`src/hw/rtl/ranked_top_k_score_table_macros.svh`:
```
// Assertion macros for the ranked top-k score table.
// Included by the RTL files that carry concurrent assertions; no other dependencies.
`ifndef RANKED_TOP_K_SCORE_TABLE_MACROS_SVH
`define RANKED_TOP_K_SCORE_TABLE_MACROS_SVH

// Same-cycle implication, disabled while reset is asserted
`define RTK_ASSERT_IMP(label, clk, rst_n, ante, cons, msg) \
    label: assert property (@(posedge clk) disable iff (!rst_n) (ante) |-> (cons)) \
        else $error(msg);

// Next-cycle implication, disabled while reset is asserted
`define RTK_ASSERT_NXT(label, clk, rst_n, ante, cons, msg) \
    label: assert property (@(posedge clk) disable iff (!rst_n) (ante) |=> (cons)) \
        else $error(msg);

`endif

```
`src/hw/rtl/rtk_pkg.sv`:
```
// Shared types, codes and helper functions of the ranked top-k score table.
// No dependencies; imported by the interfaces, the cell and the top level.
package rtk_pkg;

    localparam int CAPACITY_DEF = 64;
    localparam int PID_BITS_DEF = 16;
    localparam int ACTION_W     = 2;
    localparam int PID_W        = 16;
    localparam int SCORE_W      = 32;
    localparam int COUNT_W      = 7;
    localparam int CFG_IDX_W    = 1;
    localparam int CFG_DATA_W   = 7;

    typedef logic [ACTION_W-1:0] t_action;
    localparam t_action ACT_SUBMIT = 2'd0;
    localparam t_action ACT_UPDATE = 2'd1;
    localparam t_action ACT_CLEAR  = 2'd2;
    localparam t_action ACT_NONE   = 2'd3;

    typedef logic [CFG_IDX_W-1:0] t_cfg_idx;
    localparam t_cfg_idx CFG_ORDER = 1'd0;
    localparam t_cfg_idx CFG_MAX   = 1'd1;

    typedef logic signed [SCORE_W-1:0] t_score;

    // Per-cycle command broadcast to every cell
    typedef enum logic [2:0] {
        C_HOLD,
        C_LOAD_FIND,
        C_SHIFT,
        C_WRITE_NEW,
        C_REPLACE,
        C_SORT,
        C_LOAD_RANK
    } t_cell_op;

    typedef enum logic [2:0] {
        S_IDLE,
        S_FIND,
        S_DECIDE,
        S_SORT,
        S_LOAD,
        S_RANK,
        S_REPORT
    } t_state;

    typedef struct packed {
        t_cell_op op;
        logic     phase;
        logic     desc;
        t_score   score;
    } t_cell_ctrl;

    // a ranks strictly ahead of b under the given order
    function automatic logic is_better(logic desc, t_score a, t_score b);
        return desc ? (a > b) : (a < b);
    endfunction

endpackage

```
`src/hw/rtl/rtk_cell.sv`:
```
// One slot of the sorted entry chain: holds an entry, a tag and two scan bits,
// and trades data with its neighbors. Depends on rtk_pkg.
module rtk_cell import rtk_pkg::*; #(
    parameter int CAPACITY       = CAPACITY_DEF,
    parameter int PLAYER_ID_BITS = PID_BITS_DEF,
    parameter int INDEX          = 0,
    localparam int CW            = $clog2(CAPACITY + 2)
) (
    input  logic                      i_clk,
    input  t_cell_ctrl                i_ctrl,
    input  logic [PLAYER_ID_BITS-1:0] i_pid,
    input  logic [CW-1:0]             i_sel,
    input  logic [CW-1:0]             i_n_work,
    input  t_score                    i_r_score,
    input  logic [PLAYER_ID_BITS-1:0] i_r_pid,
    input  logic                      i_r_tag,
    input  logic                      i_r_scan_a,
    input  logic                      i_r_scan_b,
    input  t_score                    i_l_score,
    input  logic [PLAYER_ID_BITS-1:0] i_l_pid,
    input  logic                      i_l_tag,
    input  logic                      i_swap_l,
    output logic                      o_swap_r,
    output t_score                    o_score,
    output logic [PLAYER_ID_BITS-1:0] o_pid,
    output logic                      o_tag,
    output logic                      o_scan_a,
    output logic                      o_scan_b
);

    localparam logic [CW-1:0] IDX  = CW'(INDEX);
    localparam logic [CW-1:0] IDX1 = CW'(INDEX + 1);
    localparam logic          PAR  = 1'(INDEX % 2);

    t_score                    r_score, n_score;
    logic [PLAYER_ID_BITS-1:0] r_pid, n_pid;
    logic                      r_tag, n_tag;
    logic                      r_scan_a, n_scan_a;
    logic                      r_scan_b, n_scan_b;

    // Odd-even transposition: swap with the right neighbor only when it is strictly better
    assign o_swap_r = (i_ctrl.op == C_SORT) && (PAR == i_ctrl.phase) && (IDX1 < i_n_work)
                      && is_better(i_ctrl.desc, i_r_score, r_score);

    always_comb begin
        n_score  = r_score;
        n_pid    = r_pid;
        n_tag    = r_tag;
        n_scan_a = r_scan_a;
        n_scan_b = r_scan_b;
        unique case (i_ctrl.op)
            C_LOAD_FIND: begin
                n_scan_a = (IDX < i_sel) && (r_pid == i_pid);
                n_scan_b = is_better(i_ctrl.desc, i_ctrl.score, r_score);
            end
            C_SHIFT: begin
                n_scan_a = i_r_scan_a;
                n_scan_b = i_r_scan_b;
            end
            C_WRITE_NEW: begin
                n_tag = (IDX == i_sel);
                if (IDX == i_sel) begin
                    n_score = i_ctrl.score;
                    n_pid   = i_pid;
                end
            end
            C_REPLACE: begin
                n_tag = (IDX == i_sel);
                if (IDX == i_sel) begin
                    n_score = i_ctrl.score;
                end
            end
            C_SORT: begin
                if (o_swap_r) begin
                    n_score = i_r_score;
                    n_pid   = i_r_pid;
                    n_tag   = i_r_tag;
                end else if (i_swap_l) begin
                    n_score = i_l_score;
                    n_pid   = i_l_pid;
                    n_tag   = i_l_tag;
                end
            end
            C_LOAD_RANK: begin
                n_scan_a = (IDX < i_sel) && (r_pid == i_pid);
                n_scan_b = (IDX < i_sel) && r_tag;
            end
            default: begin
            end
        endcase
    end

    always_ff @(posedge i_clk) begin
        r_score  <= n_score;
        r_pid    <= n_pid;
        r_tag    <= n_tag;
        r_scan_a <= n_scan_a;
        r_scan_b <= n_scan_b;
    end

    assign o_score  = r_score;
    assign o_pid    = r_pid;
    assign o_tag    = r_tag;
    assign o_scan_a = r_scan_a;
    assign o_scan_b = r_scan_b;

endmodule

```
`config.mk`:
```
export PLATFORM = sky130hd
export DESIGN_NAME = rtk_cell
export DESIGN_NICKNAME = d
export VERILOG_FILES = /design/src/hw/rtl/ranked_top_k_score_table_macros.svh /design/src/hw/rtl/rtk_pkg.sv /design/src/hw/rtl/rtk_cell.sv
export SDC_FILE = /design/constraint.sdc
export NUM_CORES = 1
export LEC_CHECK = 0
export ABC_CLOCK_PERIOD_IN_PS = 6300
export BUFFER_PORTS_ARGS = -buffer_cell sky130_fd_sc_hd__buf_2
export CORE_UTILIZATION = 43
export CTS_BUF_LIST = sky130_fd_sc_hd__clkbuf_4 sky130_fd_sc_hd__clkbuf_8 sky130_fd_sc_hd__clkbuf_16
export CTS_CLUSTER_DIAMETER = 100
export DETAILED_ROUTE_END_ITERATION = 16
export PLACE_DENSITY = 0.78
export SLEW_MARGIN = 25
export SYNTH_ARGS = -nofsm -noshare
export SYNTH_HDL_FRONTEND = slang
export SYNTH_SLANG_ARGS = --single-unit
```
`constraint.sdc`:
```
create_clock -name i_clk -period 6.3 [get_ports i_clk]
set_input_delay 1.89 -clock i_clk [delete_from_list [all_inputs] [get_ports i_clk]]
set_output_delay 1.89 -clock i_clk [all_outputs]
set_load 0.02 [all_outputs]
```
==> reports/metrics.cfg, run 1 <==
[run_status]
status=finished clean

[setup_path]
worstPathBufferInverterCount=2
timing.reg2reg.setup_slack_ns=2.20
crit_slowest_cell=sky130_fd_sc_hd__o41ai_1
crit_path_frequent_cell=sky130_fd_sc_hd__buf_2
startpoint_class_of_the_critical_path=primary input
worstReg2RegStart=o_score[19]$_DFFE_PP_
reg2reg_to=o_score[28]$_DFFE_PP_
worst_setup_path_end_kind=output pin
critical_path_peak_fanout=4
cp-endpoint=o_swap_r
worst_path_dominant_cell_family=compound AO/OA/AOI/OAI gates
critical_path.max_stage_delay_ns=0.66
crit_chain=buf_2 -> ha_1 -> nand4_1 -> nand4bb_1 -> o41ai_1 -> nor3_1 -> o211ai_2 -> nand2_4 -> buf_2
kind_of_critical_path=primary input to output pin
worstPathRequired_ns=4.41
reg2reg_depth=12
cp-startpoint=i_r_score[31]
crit_cells=9
worst_ep_arrival_time_ns=4.05

[clock_tree]
clock_path_buffers=2
cts_made_buffers=5
ctsRootBufferMaster=sky130_fd_sc_hd__clkbuf_8
cts.reportedPaths.clkPinSlew_ns=0.09
clock_insertion_delay_worst_skew_ns=0.31
cts_max_level=2
cts.repair_timing.setup_buffer_count=0
tritoncts_clock_tree=built
clkSinkCount=51
hold_fix_buffers_cts=0
cts.repair.resized=0

[power_and_ir_drop]
peakVddDrop_v=0.000115
power_per_unit_of_standard_cell_area_nw_per_um2=146
swShare_pct=31.1
clkPwrFrac_pct=23.2
power.switching_uw=266
power.static_leakage_uw=0.00277
share_seq_of_total_power_pct=46.6
p_comb_share_pct=30.2
internal-power_uw=590
post-layout-total-power_uw=857

[layout]
nFillCells=922
insertedDiodeCount=0
layout.cells.most_common=sky130_fd_sc_hd__buf_2
area_growth_pct=27.4
most-common-layout-cells=219 x sky130_fd_sc_hd__buf_2, 64 x sky130_fd_sc_hd__ha_1, 59 x sky130_fd_sc_hd__nand2_1, 51 x sky130_fd_sc_hd__mux2i_1, 51 x sky130_fd_sc_hd__edfxtp_1
design.final.nets=923
drive_gt1_share_pct=34.9
multiInputGateArea_sq_um=2820
sequential_cell_area_sq_um=1530

[place]
place.detailed.hpwl_um=10600
placement.io_buffers=219
gpl.final_weighted_congestion=0.841

[routing]
detail_route.wl_per_cell_um=15.9
totalWireLength_um=13100
drt-pass1-iter-count=4
vias=4453
via_per_inst=5.38
drtIter0Drc=178
drc_errors_left=0
detail-route-antenna-nets=0

[yosys]
synth_edf_count=51
synth_compound_gate_area_share_pct=14.9
synth_cells=476
synth-adder-area-share_pct=17.4
synth_warnings=0
synth_nets=709
postSynth.topFlopCell=sky130_fd_sc_hd__edfxtp_1
post_synth_mux_area_share_pct=11.3
async_flop_share_pct=0
largest_family_of_logic_cells_by_synthesized_area=adder cells
seq_area_frac_synth_pct=33.2
syn_area_per_cell_sq_um=9.68
synth_simple_gate_area_share_pct=14.1
synth_area_sq_um=4610
count_of_cell_types_in_the_netlist=51
synthXorXnorAreaFrac_pct=3.04
register_bit_total_from_synthesis=51

[sta]
post-route-period-util_pct=94.3
slew_headroom_pct=37.9
report.final.setup_viol=0
hold-worst-slack_ns=0.689
achievable-frequency_mhz=168
unrepaired_setup_endpoints_after_global_routing=no
fin_setup_tns_ns=0
timing_worst_slew_pin_value_ns=0.931
clock_skew_ns=0.0108
report.final.slew_viol_count=0
final_hold_viol_count=0
final.min_clock_period_ns=5.94

[global_route]
first_global_vias=4500
globalRouteOverflowTotal=0
antenna_found_initial=0
largest_net_degree_at_the_start_of_global_routing=99
global_route_wire_length_before_repair_um=20600
grtUsageTotal_pct=23.2

[floorplan]
die_width_um=106
initial_utilization_pct=44.4
design.die.area_sq_um=11100
core_region_area_sq_um=10400
ioPinCount=221
num_rows=37
die_y_um=106

[hold_path]
min_path_type=flip-flop to flip-flop

[flow_run]
maxCapViolCount=0

[metrics by stage]
stage               worst slack [ns]  utilization (%)  cell area, sq um  cells
finish                         0.361             56.6              5870    827
global route                   0.246             56.6              5870    827
CTS                            0.362             56.6              5870    827
detailed placement             0.377             55.8              5790    819
global placement               0.394             55.8              5790    819
floorplan                      0.743                -              4610    476
[area by class of cell]
class / instances / area share [%]
clock buffers: 6 / 1.30
well taps: 136 / 2.90
clock inverters: 2 / 0.128
inverters: 36 / 2.30
repair buffers: 223 / 19.2
multi-input cells: 373 / 48.1
flip-flops and latches: 51 / 26.1
[tightest hold or removal path, stage by stage, from the launching register on]
cell,delay [ns]
sky130_fd_sc_hd__edfxtp_1,0.35
sky130_fd_sc_hd__a31oi_1,0.08
sky130_fd_sc_hd__o211ai_1,0.15
[cell families (layout without fill, tap and decap cells)]
| logic type | count (synthesis) | after routing |
|---|---|---|
| AND/OR/NAND/NOR | 130 | 130 |
| AO/OA/AOI/OAI | 111 | 111 |
| adder cells (fa/ha/maj) | 64 | 64 |
| multiplexers | 52 | 52 |
| buffers and inverters | 52 | 267 |
| flip-flops | 51 | 51 |
| XOR/XNOR | 16 | 16 |
[state kept, by name, indices dropped and copies added, names as in the netlist]
signal / cells
o_score: 32
o_pid: 16
o_scan_b: 1
o_scan_a: 1
o_tag: 1
[cell usage after synthesis (all sizes together) (5+ instances only)]
library cell | number | area (sq um)
a21o | 10 | 75.1
a21oi | 18 | 93.8
and4 | 5 | 45.0
buf | 5 | 100
clkbuf | 11 | 41.3
edfxtp | 51 | 1530
ha | 64 | 801
inv | 36 | 135
mux2i | 51 | 510
nand2 | 61 | 239
nand3 | 5 | 25.0
nand4 | 12 | 75.1
nor2 | 11 | 41.3
nor2b | 5 | 31.3
nor3 | 11 | 55.1
o21ai | 60 | 300
xnor2 | 12 | 105
[per-layer routing]
| layer | part of all wire [%] | track usage (%) | vias up | routed length (um) |
|---|---|---|---|---|
| met2 | 51 | 43.9 | 219 | 6660 |
| met4 | 2.5 | 8.04 | 0 | 327 |
| met3 | 8.0 | 5.07 | 26 | 1050 |
| met1 | 39 | 25.3 | 2014 | 5080 |
| li1 | - | - | 2194 | - |
| met5 | 0 | 0 | - | 0 |
[worst min path at each step]
stage | from | to | slack (ns) | cells after the start
CTS | o_tag$_DFFE_PP_ | o_scan_b$_DFFE_PP_ | 0.70 | 2
floorplan | o_tag$_DFFE_PP_ | o_scan_b$_DFFE_PP_ | 0.79 | 2
global placement | o_tag$_DFFE_PP_ | o_scan_b$_DFFE_PP_ | 0.67 | 2
finish | o_tag$_DFFE_PP_ | o_scan_b$_DFFE_PP_ | 0.69 | 2
global route | o_tag$_DFFE_PP_ | o_scan_b$_DFFE_PP_ | 0.76 | 2
detailed placement | o_tag$_DFFE_PP_ | o_scan_b$_DFFE_PP_ | 0.68 | 2
[power by group through the flow]
| stage | combinational [uW] | clock (uW) | sequential, uW |
|---|---|---|---|
| after floorplan | 132 | 0 | 423 |
| after global routing | 288 | 214 | 400 |
| after CTS | 259 | 206 | 399 |
| after detailed placement | 258 | 0 | 407 |
| final | 259 | 199 | 399 |
| after global placement | 246 | 0 | 406 |
Power figures use the tool's default switching activity.
==> run 2, diff against run 1 <==
MAX_ROUTING_LAYER = met4   (was unset)
REMOVE_ABC_BUFFERS = 1   (was unset)
SKIP_LAST_GASP = 1   (was unset)
==> reports/metrics.cfg, run 2 (synthesis results as in run 1) <==
[run_status]
status=finished clean  ; unchanged

[setup_path]
kind_of_critical_path=primary input to output pin  ; unchanged
startpoint_class_of_the_critical_path=primary input  ; unchanged
critical_path_peak_fanout=4  ; unchanged
worstPathRequired_ns=4.41  ; about the same
worst_setup_path_end_kind=output pin  ; unchanged
worst_ep_arrival_time_ns=3.98  ; was 4.05 ns
timing.reg2reg.setup_slack_ns=2.07  ; was 2.20 ns

[global_route]
antenna_found_initial=0  ; unchanged
grtUsageTotal_pct=22.8  ; was 23.2%
largest_net_degree_at_the_start_of_global_routing=99  ; unchanged
global_route_wire_length_before_repair_um=19600  ; was 20600 um
first_global_vias=4284  ; was 4500
globalRouteOverflowTotal=0  ; unchanged

[power_and_ir_drop]
power_per_unit_of_standard_cell_area_nw_per_um2=151  ; was 146 nW/um^2
power.static_leakage_uw=0.00279  ; was 0.00277 uW
p_comb_share_pct=28.8  ; was 30.2%
post-layout-total-power_uw=891  ; was 857 uW
clkPwrFrac_pct=26.5  ; was 23.2%
share_seq_of_total_power_pct=44.7  ; was 46.6%
power.switching_uw=265  ; was 266 uW
internal-power_uw=626  ; was 590 uW
swShare_pct=29.7  ; was 31.1%
peakVddDrop_v=0.0000936  ; was 0.000115 V

[clock_tree]
cts.repair.resized=0  ; unchanged
cts_max_level=2  ; unchanged
cts.repair_timing.setup_buffer_count=0  ; unchanged
cts.reportedPaths.clkPinSlew_ns=0.11  ; was 0.09 ns
clock_insertion_delay_worst_skew_ns=0.31  ; about the same
clkSinkCount=51  ; unchanged
clock_path_buffers=2  ; unchanged
tritoncts_clock_tree=built  ; unchanged
ctsRootBufferMaster=sky130_fd_sc_hd__clkbuf_8  ; unchanged
hold_fix_buffers_cts=0  ; unchanged
cts_made_buffers=5  ; unchanged

[floorplan]
die_y_um=106  ; unchanged
design.die.area_sq_um=11100  ; unchanged
ioPinCount=221  ; unchanged
initial_utilization_pct=44.4  ; unchanged
num_rows=37  ; unchanged
core_region_area_sq_um=10400  ; unchanged
die_width_um=106  ; unchanged

[routing]
totalWireLength_um=12600  ; was 13100 um
via_per_inst=5.26  ; was 5.38
detail-route-antenna-nets=0  ; unchanged
drc_errors_left=0  ; unchanged
detail_route.wl_per_cell_um=15.3  ; was 15.9 um
drt-pass1-iter-count=4  ; unchanged
vias=4354  ; was 4453
drtIter0Drc=182  ; was 178

[layout]
drive_gt1_share_pct=35.0  ; was 34.9%
insertedDiodeCount=0  ; unchanged
most-common-layout-cells=219 x sky130_fd_sc_hd__buf_2, 64 x sky130_fd_sc_hd__ha_1, 59 x sky130_fd_sc_hd__nand2_1, 51 x sky130_fd_sc_hd__mux2i_1, 51 x sky130_fd_sc_hd__edfxtp_1  ; unchanged
area_growth_pct=27.9  ; was 27.4%
largest_register_ff_count=32  ; unchanged
nFillCells=946  ; was 922
design.final.nets=923  ; unchanged
layout.cells.most_common=sky130_fd_sc_hd__buf_2  ; unchanged
post_layout_utilization_of_the_core_pct=56.8  ; was 56.6%
layoutNonFillerInstCount=827  ; unchanged

[sta]
report.final.slew_viol_count=0  ; unchanged
timing_worst_slew_pin_value_ns=0.907  ; was 0.931 ns
final_critical_path_setup_slack_ns=0.433  ; was 0.361 ns
final_hold_viol_count=0  ; unchanged
unrepaired_setup_endpoints_after_global_routing=no  ; unchanged
achievable-frequency_mhz=170  ; was 168 MHz
final.min_clock_period_ns=5.87  ; was 5.94 ns
slew_headroom_pct=39.5  ; was 37.9%
clock_skew_ns=0.0111  ; was 0.0108 ns
report.final.setup_viol=0  ; unchanged
post-route-period-util_pct=93.1  ; was 94.3%

[place]
placement.io_buffers=219  ; unchanged
post-place-cells=819  ; unchanged
gpl.final_weighted_congestion=0.826  ; was 0.841
place.detailed.hpwl_um=10400  ; was 10600 um
dp_slack_ns=0.432  ; was 0.377 ns

[hold_path]
min_path_type=flip-flop to flip-flop  ; unchanged

[flow_run]
maxCapViolCount=0  ; unchanged

## run 2: cell count changes in the layout (fill, tap and decap cells not counted), sizes merged
| cell | before | now |
|---|---|---|
| bufinv | 0 | 1 |
| clkbuf | 6 | 5 |
## run 2: power by group through the flow
stage	combinational [uW]	clock [uW]	sequential, uW
floorplan	126	0	423
global placement	246	0	406
detailed placement	257	0	406
CTS	258	245	398
global route	286	256	400
finish	257	236	398
## run 2: layout make-up
cell class,instances,area (sq um),share of cell area [%]
clock buffer,5,68.8,1.17
clock inverter,3,38.8,0.658
inverter,36,135,2.29
multi-input combinational,373,2820,47.9
sequential,51,1530,26.0
tap,136,170,2.89
timing repair buffer,223,1130,19.1
## run 2: metrics by stage
stage	cell area, sq um	TNS [ns]	hold WS [ns]
2_1_floorplan	4470	-37.98	0.793
3_3_place_gp	5790	0	0.765
3_5_place_dp	5790	0	0.738
4_1_cts	5890	0	0.764
5_1_grt	5890	0	0.790
6_report	5890	0	0.752
## run 2: worst max-delay path: stages
cell	delay, ns
sky130_fd_sc_hd__buf_2	0.12
sky130_fd_sc_hd__ha_1	0.35
sky130_fd_sc_hd__nand4_1	0.16
sky130_fd_sc_hd__nand4bb_1	0.28
sky130_fd_sc_hd__o41ai_1	0.56
sky130_fd_sc_hd__nor3_1	0.13
sky130_fd_sc_hd__o211ai_2	0.24
sky130_fd_sc_hd__nand2_4	0.08
sky130_fd_sc_hd__buf_2	0.16
## run 2: metal layers
| metal | part of all wire, % | wire length (um) | GRT usage, % | vias to the layer above |
|---|---|---|---|---|
| met2 | 52 | 6600 | 42.8 | 158 |
| li1 | - | - | - | 2185 |
| met5 | 0 | 0 | - | - |
| met4 | 1.1 | 133 | 5.46 | 0 |
| met3 | 4.9 | 620 | 2.97 | 11 |
| met1 | 42 | 5270 | 25.5 | 2000 |
## run 2: path summary, 6_finish.rpt
kind	startpoint	to	cells after the start
worst max-delay path	i_r_score[31]	o_swap_r	9
worst min-delay path	o_tag$_DFFE_PP_	o_scan_b$_DFFE_PP_	2
worst max register to register	o_score[19]$_DFFE_PP_	o_score[1]$_DFFE_PP_	12
worst min register to register	o_tag$_DFFE_PP_	o_scan_b$_DFFE_PP_	2
